--- src/hdl/assert_macros.svh ---
// Assertion macros shared by the RTL
`ifndef ASSERT_MACROS_SVH
`define ASSERT_MACROS_SVH
`ifndef SYNTH
`define AFFA_ASSERT(lbl, clk, rst, prop) \
   lbl: assert property (@(posedge clk) disable iff (rst) prop) \
      else $error("assertion failed");
`define AFFA_ASSERT_MSG(lbl, clk, rst, prop, msg) \
   lbl: assert property (@(posedge clk) disable iff (rst) prop) else $error(msg);
`else
`define AFFA_ASSERT(lbl, clk, rst, prop)
`define AFFA_ASSERT_MSG(lbl, clk, rst, prop, msg)
`endif
`endif

--- src/hdl/affa_pkg.sv ---
package affa_pkg;

   localparam int unsigned SIZE_W = 25;
   localparam int unsigned BASE_W = 32;
   localparam int unsigned CAP_W  = 33;
   localparam int unsigned CAND_W = 34;

   localparam logic [SIZE_W-1:0] MAX_SINGLE_BYTES = 25'd16777216;
   localparam logic [CAP_W-1:0]  CAP_RESET        = 33'd67108864;
   localparam logic [CAP_W-1:0]  ADDR_LIMIT       = 33'h1_0000_0000;

   typedef enum logic [2:0] {
      ST_GRANTED   = 3'd0,
      ST_BAD_SIZE  = 3'd1,
      ST_NO_SPACE  = 3'd2,
      ST_FREED     = 3'd3,
      ST_NOT_FOUND = 3'd4
   } status_type;

   typedef enum logic [2:0] {
      S_IDLE,
      S_PRE,
      S_FIT,
      S_ISSUE,
      S_EVAL,
      S_RESP
   } state_type;

   typedef struct packed {
      logic       load;
      logic       next;
      logic       advance;
      logic       write;
      logic       clear;
      logic       finish;
      status_type code;
   } cmd_type;

   typedef struct packed {
      logic is_free;
      logic bad_size;
      logic full;
      logic fits;
      logic hit;
      logic last;
   } stat_type;

   // smallest power of two not below size
   function automatic logic [SIZE_W-1:0] next_pow2(input logic [SIZE_W-1:0] size);
      logic [SIZE_W-1:0] res;
      res = {1'b1, {(SIZE_W-1){1'b0}}};
      for (int k = SIZE_W-1; k >= 0; k--) begin
         if ((SIZE_W'(1) << k) >= size) begin
            res = SIZE_W'(1) << k;
         end
      end
      return res;
   endfunction

endpackage

--- src/hdl/affa_ram.sv ---
module affa_ram
   #(parameter int WIDTH = 57,
     parameter int DEPTH = 64,
     parameter int AW    = (DEPTH > 1) ? $clog2(DEPTH) : 1)
   (input  logic             clock,
    input  logic             wr_en,
    input  logic [AW-1:0]    wr_addr,
    input  logic [WIDTH-1:0] wr_data,
    input  logic [AW-1:0]    rd_addr,
    output logic [WIDTH-1:0] rd_data);

   logic [WIDTH-1:0] mem [DEPTH];
   logic [WIDTH-1:0] rd_data_ff;

   always_ff @(posedge clock) begin
      if (wr_en) begin
         mem[wr_addr] <= wr_data;
      end
      rd_data_ff <= mem[rd_addr];
   end

   assign rd_data = rd_data_ff;

endmodule

--- src/hdl/affa_ctrl.sv ---
module affa_ctrl
   import affa_pkg::*;
   (input  logic     clock,
    input  logic     reset,
    input  logic     req_tvalid,
    output logic     req_tready,
    output logic     rsp_tvalid,
    input  logic     rsp_tready,
    input  stat_type stat,
    output cmd_type  cmd);

   state_type state_ff, state_in;

   always_ff @(posedge clock) begin
      if (reset) begin
         state_ff <= S_IDLE;
      end else begin
         state_ff <= state_in;
      end
   end

   always_comb begin
      state_in = state_ff;
      unique case (state_ff)
         S_IDLE: begin
            if (req_tvalid) state_in = S_PRE;
         end
         S_PRE: begin
            if (stat.is_free) state_in = S_ISSUE;
            else if (stat.bad_size || stat.full) state_in = S_RESP;
            else state_in = S_FIT;
         end
         S_FIT: begin
            state_in = stat.fits ? S_ISSUE : S_RESP;
         end
         S_ISSUE: state_in = S_EVAL;
         S_EVAL: begin
            if (stat.hit) state_in = stat.is_free ? S_RESP : S_FIT;
            else if (stat.last) state_in = S_RESP;
            else state_in = S_ISSUE;
         end
         S_RESP: begin
            if (rsp_tready) state_in = S_IDLE;
         end
         default: state_in = S_IDLE;
      endcase
   end

   always_comb begin
      cmd = '{load: 1'b0, next: 1'b0, advance: 1'b0, write: 1'b0, clear: 1'b0,
              finish: 1'b0, code: ST_GRANTED};
      req_tready = 1'b0;
      rsp_tvalid = 1'b0;
      unique case (state_ff)
         S_IDLE: begin
            req_tready = 1'b1;
            cmd.load   = req_tvalid;
         end
         S_PRE: begin
            if (!stat.is_free) begin
               if (stat.bad_size) begin
                  cmd.finish = 1'b1;
                  cmd.code   = ST_BAD_SIZE;
               end else if (stat.full) begin
                  cmd.finish = 1'b1;
                  cmd.code   = ST_NO_SPACE;
               end
            end
         end
         S_FIT: begin
            if (!stat.fits) begin
               cmd.finish = 1'b1;
               cmd.code   = ST_NO_SPACE;
            end
         end
         S_ISSUE: ;
         S_EVAL: begin
            if (stat.hit) begin
               if (stat.is_free) begin
                  cmd.clear  = 1'b1;
                  cmd.finish = 1'b1;
                  cmd.code   = ST_FREED;
               end else begin
                  cmd.advance = 1'b1;
               end
            end else if (stat.last) begin
               cmd.finish = 1'b1;
               if (stat.is_free) begin
                  cmd.code = ST_NOT_FOUND;
               end else begin
                  cmd.write = 1'b1;
                  cmd.code  = ST_GRANTED;
               end
            end else begin
               cmd.next = 1'b1;
            end
         end
         S_RESP: rsp_tvalid = 1'b1;
         default: ;
      endcase
   end

endmodule

--- src/hdl/affa_dp.sv ---
module affa_dp
   import affa_pkg::*;
   #(parameter int MAX_BLOCKS = 64)
   (input  logic                clock,
    input  logic                reset,
    input  logic                csr_wr_en,
    input  logic [CAP_W-1:0]    csr_wr_data,
    input  logic                in_kind,
    input  logic [SIZE_W-1:0]   in_size,
    input  logic [BASE_W-1:0]   in_base,
    input  cmd_type             cmd,
    output stat_type            stat,
    output status_type          out_status,
    output logic [BASE_W-1:0]   out_base);

   localparam int IDX_W  = (MAX_BLOCKS > 1) ? $clog2(MAX_BLOCKS) : 1;
   localparam int ENTRY_W = BASE_W + SIZE_W;
   localparam logic [IDX_W-1:0] LAST_IDX = IDX_W'(MAX_BLOCKS - 1);

   logic                  kind_ff;
   logic [SIZE_W-1:0]     size_ff;
   logic [BASE_W-1:0]     base_ff;
   logic [SIZE_W-1:0]     align_ff;
   logic [CAND_W-1:0]     cand_ff, cand_in;
   logic [IDX_W-1:0]      idx_ff, idx_in;
   logic [MAX_BLOCKS-1:0] valid_ff;
   logic [CAP_W-1:0]      cap_ff;
   status_type            status_ff;
   logic [BASE_W-1:0]     gbase_ff;

   logic [ENTRY_W-1:0]    rd_data;
   logic [BASE_W-1:0]     ent_base;
   logic [SIZE_W-1:0]     ent_size;
   logic [CAP_W-1:0]      ent_end;
   logic [CAND_W:0]       cand_end;
   logic [CAP_W-1:0]      limit;
   logic [CAND_W-1:0]     align_m1;
   logic [CAND_W-1:0]     rounded;
   logic [IDX_W-1:0]      free_slot;
   logic [SIZE_W-1:0]     load_align;
   logic                  overlap;
   logic                  match;

   affa_ram #(.WIDTH(ENTRY_W), .DEPTH(MAX_BLOCKS)) u_ram (
      .clock  (clock),
      .wr_en  (cmd.write),
      .wr_addr(free_slot),
      .wr_data({cand_ff[BASE_W-1:0], size_ff}),
      .rd_addr(idx_ff),
      .rd_data(rd_data));

   assign ent_base   = rd_data[ENTRY_W-1:SIZE_W];
   assign ent_size   = rd_data[SIZE_W-1:0];
   assign ent_end    = {1'b0, ent_base} + {{(CAP_W-SIZE_W){1'b0}}, ent_size};
   assign cand_end   = {1'b0, cand_ff} + {{(CAND_W+1-SIZE_W){1'b0}}, size_ff};
   assign limit      = (cap_ff >= ADDR_LIMIT) ? ADDR_LIMIT : cap_ff;
   assign align_m1   = {{(CAND_W-SIZE_W){1'b0}}, align_ff} - CAND_W'(1);
   assign rounded    = ({1'b0, ent_end} + align_m1) & ~align_m1;
   assign load_align = next_pow2(in_size);

   assign overlap = ({1'b0, cand_ff} < {2'b0, ent_end}) &&
                    ({3'b0, ent_base} < cand_end);
   assign match   = (ent_base == base_ff) && (ent_size == size_ff);

   always_comb begin
      free_slot = '0;
      for (int i = MAX_BLOCKS-1; i >= 0; i--) begin
         if (!valid_ff[i]) free_slot = IDX_W'(i);
      end
   end

   assign stat.is_free  = kind_ff;
   assign stat.bad_size = (size_ff == '0) || (size_ff > MAX_SINGLE_BYTES);
   assign stat.full     = &valid_ff;
   assign stat.fits     = cand_end <= {2'b0, limit};
   assign stat.hit      = valid_ff[idx_ff] && (kind_ff ? match : overlap);
   assign stat.last     = idx_ff == LAST_IDX;

   always_comb begin
      idx_in  = idx_ff;
      cand_in = cand_ff;
      if (cmd.load) begin
         idx_in  = '0;
         cand_in = {{(CAND_W-SIZE_W){1'b0}}, load_align};
      end else if (cmd.advance) begin
         idx_in  = '0;
         cand_in = rounded;
      end else if (cmd.next) begin
         idx_in = idx_ff + IDX_W'(1);
      end
   end

   always_ff @(posedge clock) begin
      if (reset) begin
         valid_ff <= '0;
         cap_ff   <= CAP_RESET;
      end else begin
         if (csr_wr_en) cap_ff <= csr_wr_data;
         if (cmd.write) valid_ff[free_slot] <= 1'b1;
         if (cmd.clear) valid_ff[idx_ff] <= 1'b0;
      end
   end

   always_ff @(posedge clock) begin
      idx_ff  <= idx_in;
      cand_ff <= cand_in;
      if (cmd.load) begin
         kind_ff  <= in_kind;
         size_ff  <= in_size;
         base_ff  <= in_base;
         align_ff <= load_align;
      end
      if (cmd.finish) begin
         status_ff <= cmd.code;
         gbase_ff  <= (cmd.code == ST_GRANTED) ? cand_ff[BASE_W-1:0] : '0;
      end
   end

   assign out_status = status_ff;
   assign out_base   = gbase_ff;

endmodule

--- src/hdl/aligned_first_fit_allocator_unit.sv ---
// Aligned first-fit allocator.
// req channel: tuser[0] is the kind (0 allocate, 1 free); tdata carries the
// size in bytes and, for a free, the base of the block to release.
// rsp channel: one item per request, tuser the status code, tdata the
// granted base (zero unless granted).
// csr port: writing csr_wr_data sets the managed capacity in bytes.
// One request is handled at a time; req_tready is high only while idle.
// A free scans the block table entry by entry, each entry passing an issue
// and an evaluate state. An allocate scans the table once per candidate
// base; each blocking entry moves the candidate past it, giving at most
// MAX_BLOCKS+1 scans. The registered read of the table memory sets the
// issue and evaluate states per entry. For an allocate, rejected sizes
// and a full table answer from the pre-check without a scan.
// Reset empties the table and loads a capacity of 64 MiB.
// A result is held in the output register until rsp_tready; no new
// request is taken until then.
`include "assert_macros.svh"
module aligned_first_fit_allocator_unit
   import affa_pkg::*;
   #(parameter int MAX_BLOCKS = 64)
   (input  logic        clock,
    input  logic        reset,
    input  logic        req_tvalid,
    output logic        req_tready,
    input  logic [63:0] req_tdata,   // req_size[24:0], req_base[56:25], zero pad
    input  logic        req_tuser,   // kind
    output logic        rsp_tvalid,
    input  logic        rsp_tready,
    output logic [31:0] rsp_tdata,   // granted_base[31:0]
    output logic [2:0]  rsp_tuser,   // status[2:0]
    input  logic        csr_wr_en,
    input  logic [32:0] csr_wr_data);

   cmd_type    cmd;
   stat_type   stat;
   status_type out_status;

   affa_ctrl u_ctrl (
      .clock     (clock),
      .reset     (reset),
      .req_tvalid(req_tvalid),
      .req_tready(req_tready),
      .rsp_tvalid(rsp_tvalid),
      .rsp_tready(rsp_tready),
      .stat      (stat),
      .cmd       (cmd));

   affa_dp #(.MAX_BLOCKS(MAX_BLOCKS)) u_dp (
      .clock      (clock),
      .reset      (reset),
      .csr_wr_en  (csr_wr_en),
      .csr_wr_data(csr_wr_data),
      .in_kind    (req_tuser),
      .in_size    (req_tdata[24:0]),
      .in_base    (req_tdata[56:25]),
      .cmd        (cmd),
      .stat       (stat),
      .out_status (out_status),
      .out_base   (rsp_tdata));

   assign rsp_tuser = out_status;

   `AFFA_ASSERT(a_no_overlap_hs, clock, reset, !(req_tready && rsp_tvalid))
   `AFFA_ASSERT_MSG(a_base_zero, clock, reset,
      (rsp_tvalid && rsp_tuser != ST_GRANTED) |-> rsp_tdata == '0, "base not zero")
   `AFFA_ASSERT(a_busy_after_accept, clock, reset, (req_tvalid && req_tready) |=> !req_tready)

endmodule
--- config.mk ---
export PLATFORM = sky130hd
export DESIGN_NAME = aligned_first_fit_allocator_unit
export DESIGN_NICKNAME = d
export VERILOG_FILES = /design/src/hdl/affa_pkg.sv /design/src/hdl/affa_ram.sv /design/src/hdl/affa_ctrl.sv /design/src/hdl/affa_dp.sv /design/src/hdl/aligned_first_fit_allocator_unit.sv
export VERILOG_INCLUDE_DIRS = /design/src /design/src/hdl
export SDC_FILE = /design/constraint.sdc
export NUM_CORES = 2
export LEC_CHECK = 0
export BUFFER_PORTS_ARGS = -buffer_cell sky130_fd_sc_hd__buf_4
export CAP_MARGIN = 10
export CORE_MARGIN = 8
export CORE_UTILIZATION = 39
export DETAILED_ROUTE_END_ITERATION = 12
export SYNTH_ARGS = -nofsm -noshare
export SYNTH_HDL_FRONTEND = slang
export SYNTH_SLANG_ARGS = --single-unit
--- constraint.sdc ---
create_clock -name clock -period 26 [get_ports clock]
set_clock_uncertainty 0.2 [all_clocks]
set_input_delay 0 -clock clock [delete_from_list [all_inputs] [get_ports clock]]
set_output_delay 0 -clock clock [all_outputs]
set_load 0.1 [all_outputs]
==> results.py <==
metrics = {
    "status": {
        "status": "finished, final reports clean",
    },
    "sta": {
        "rsz0062_at_grt": "false",
        "period_minus_slack_ns": 9.97,
        "tightest_slew_ns": 1.39,
        "fin_setup_tns_ns": 0,
        "post-route-period-util_pct": 38.3,
        "finalWorstSetupSlack_ns": 16.03,
        "setup_violations": 0,
        "max_freq_ghz": 0.100,
        "relSlewSlack_pct": 6.78,
        "hold_viol": 0,
        "slew_viol_final": 0,
    },
    "flow_run": {
        "drv_cap": 0,
    },
    "critical_path": {
        "critPathBufInv": 2,
        "cp-start-kind": "flop",
        "crit_family": "simple AND/OR/NAND/NOR gates",
        "slowest_stage": "nor2_4",
        "critPathMaxFanout": 21,
        "worstPathArrival_ns": 10.32,
        "crit_path_end_kind": "flop",
        "cp_cell_sequence": "ha_1 -> a211oi_1 -> nor2_1 -> a211oi_1 -> o211ai_1 -> a2111oi_0 -> o31ai_1 -> a211oi_1 -> o21ai_0 -> o21ai_0 -> nor2_1 -> xnor2_1 -> ha_1 -> nand4_1 -> nor2_1 -> or4b_2 -> o211ai_1 -> or4_1 -> nand4_1 -> nor2_4 -> buf_4 -> buf_4",
        "crit_type": "reg2reg",
        "cp.required_ns": 26.35,
        "cp_slowest_stage_delay_ns": 1.00,
    },
    "cells_and_area": {
        "n_fill_cell": 32700,
        "seq_area_um2": 117000,
        "multi_input_area_um2": 32100,
        "stdcell_area_um2": 175000,
        "syn_to_final_growth_pct": 15.6,
        "layout-drive-gt1-share_pct": 12.3,
        "final_nets": 9811,
    },
    "logic_synthesis": {
        "yosysMostFrequentCell": "edfxtp_1",
        "synthTopCellsByCount": "edfxtp_1 (3,791), a22oi_1 (1,143), clkbuf_1 (412)",
        "syn_inst": 8954,
        "synth_top_flop_cell": "edfxtp_1",
        "synth_area_leaders": "edfxtp_1 (75%), a22oi_1 (5.7%), dfxtp_1 (2.3%)",
        "syn_area_um2": 151000,
        "syn_nets": 9240,
        "synth_area_leader_cell": "edfxtp_1",
        "ys_warn_count": 0,
        "synth_edf_count": 3791,
        "synth_seq_cells": 3963,
        "avgSynthCellArea_um2": 16.9,
        "synthArstFlopShare_pct": 0,
        "seq_area_frac_synth_pct": 77.5,
        "netlist.area_leader.share_pct": 75.2,
        "yosysUniqueCellTypes": 96,
    },
    "global_route": {
        "globalRouteTotalUtil_pct": 25.0,
        "grt_pass1_wl_um": 728000,
        "grt_max_degree": 117,
        "overflow": 0,
        "grt_pass1_vias": 90500,
        "antenna_found_initial": 48,
    },
    "cts": {
        "clock-root-buffer": "clkbuf_16",
        "cts_setup_buffers": 0,
        "clkLatencyLatePin_ns": 1.00,
        "hold_buffers": 259,
        "cts_resized": 0,
        "cts_max_path_buffers": 4,
        "h-tree-depth": 5,
        "cts_tree": "built",
        "cts_made_buffers": 386,
        "cts_sinks": 3963,
        "clk_pin_slew_ns": 0.07,
    },
    "floorplanning": {
        "die_h_um": 639,
        "start_util_pct": 39.2,
        "num_rows": 228,
        "die_area_um2": 408000,
        "die_x_um": 639,
        "io-pin-count": 140,
        "coreArea_um2": 386000,
    },
    "power_and_ir_drop": {
        "leakagePower_nw": 54.2,
        "vdd_drop_max_v": 0.0000712,
        "powerDensity_nw_per_um2": 84.7,
    },
    "drt": {
        "num_vias": 95300,
        "wl_per_cell_um": 35.5,
        "vias_per_cell": 6.33,
        "totalWireLength_um": 535000,
        "drt_pass1_iterations": 8,
        "antenna_left": 0,
        "drt_iter0_markers": 15100,
        "drc": 0,
    },
    "worst_hold_path": {
        "holdCritPathClass": "in2reg",
    },
    "place": {
        "place_congestion": 0.934,
        "port_buffers": 132,
        "placed_area_um2": 160000,
        "dpl.hpwl_um": 291000,
        "pre_cts_ws_ns": 16.25,
    },
}
[sequential cells by signal, summed over array words and instances (netlist names), 25 cells and up]
signal / count
u_dp.u_ram.rd_data: 57
u_dp.valid_ff: 64
u_dp.base_ff: 32
u_dp.align_ff: 25
u_dp.cap_ff: 33
u_dp.size_ff: 25
u_dp.cand_ff: 34
u_dp.u_ram.mem: 3648
u_dp.out_base: 32
[worst paths after layout]
path	startpoint	to	slack, ns	depth (start not counted)
worst max-delay path	u_dp.u_ram.rd_data[26]	u_dp.u_ram.mem[43][6]	16.03	22
worst min register to register	u_dp.cand_ff[25]	u_dp.cand_ff[25]	0.31	1
worst min-delay path	req_tdata[33]	u_dp.base_ff[8]	0.09	3
worst max register to register	u_dp.u_ram.rd_data[26]	u_dp.u_ram.mem[43][6]	16.03	22
[layout make-up]
| type | count | area share, % |
|---|---|---|
| inverter | 113 | 0.251 |
| tap | 5175 | 3.70 |
| sequential | 3963 | 67.1 |
| multi-input combinational | 4350 | 18.4 |
| clock buffer | 487 | 5.94 |
| timing repair buffer | 711 | 3.51 |
| clock inverter | 219 | 1.10 |
| antenna | 33 | 0.0472 |
[cells in the final DEF, fill, tap and decap left out, types with 35 or more instances in the layout]
master / count
a22o_1: 326
clkbuf_16: 396
nor3_1: 65
nand4_1: 192
mux2_2: 35
dlygate4sd3_1: 259
ha_1: 180
a31oi_1: 276
edfxtp_1: 3791
clkinv_2: 81
a22oi_1: 1143
a221oi_1: 350
clkinv_1: 74
and2_1: 42
nand2_1: 171
nor2_1: 173
nor2b_1: 36
mux2i_1: 58
clkbuf_1: 76
inv_1: 107
nor4_1: 60
buf_4: 440
xnor2_1: 81
o21a_1: 82
o21ai_0: 105
nand3_1: 108
xor2_1: 85
a21o_1: 64
dfxtp_1: 159
a21oi_1: 283
[routing by layer]
layer / GRT usage, % / wire (um) / vias up
li1: - / - / 38500
met1: 33.1 / 200000 / 49200
met2: 40.1 / 247000 / 6494
met3: 5.12 / 61300 / 1152
met4: 10.7 / 25500 / 20
met5: 0 / 126 / -
[through the flow]
stage / std cells / utilization, % / power, mW / hold slack, ns
2_1_floorplan: 8954 / - / 8.63 / -0.101
3_3_place_gp: 14100 / 41.4 / 9.31 / -0.0197
3_5_place_dp: 14100 / 41.4 / 9.34 / -0.0201
4_1_cts: 15000 / 45.3 / 14.8 / 0.0145
5_1_grt: 15000 / 45.3 / 15.2 / 0.0991
6_report: 15100 / 45.3 / 14.8 / 0.0853
[worst min-delay path, delay by kind of cell]
| kind | cells | cell delay (ns) |
|---|---|---|
| buf+inv | 3 | 1.17 |
[cell families (layout without fill, tap and decap cells)]
kind of cell	count (synthesis)	in the layout	synth area share, %
fa+ha+maj	183	183	1.53
mux	104	104	0.808
flops	3963	3963	77.5
simple gates	1070	1070	3.75
xor+xnor	166	166	0.961
compound gates	2827	2827	13.8
other cells	0	33	0
buf+inv	641	1530	1.61
[power breakdown]
group / internal [mW] / total (mW) / switching [mW]
clock: 3.10 / 5.52 / 2.42
combinational: 0.603 / 1.92 / 1.31
sequential: 7.31 / 7.37 / 0.0665
total: 11.0 / 14.8 / 3.80
No activity file was read; power rests on OpenSTA's default activity.
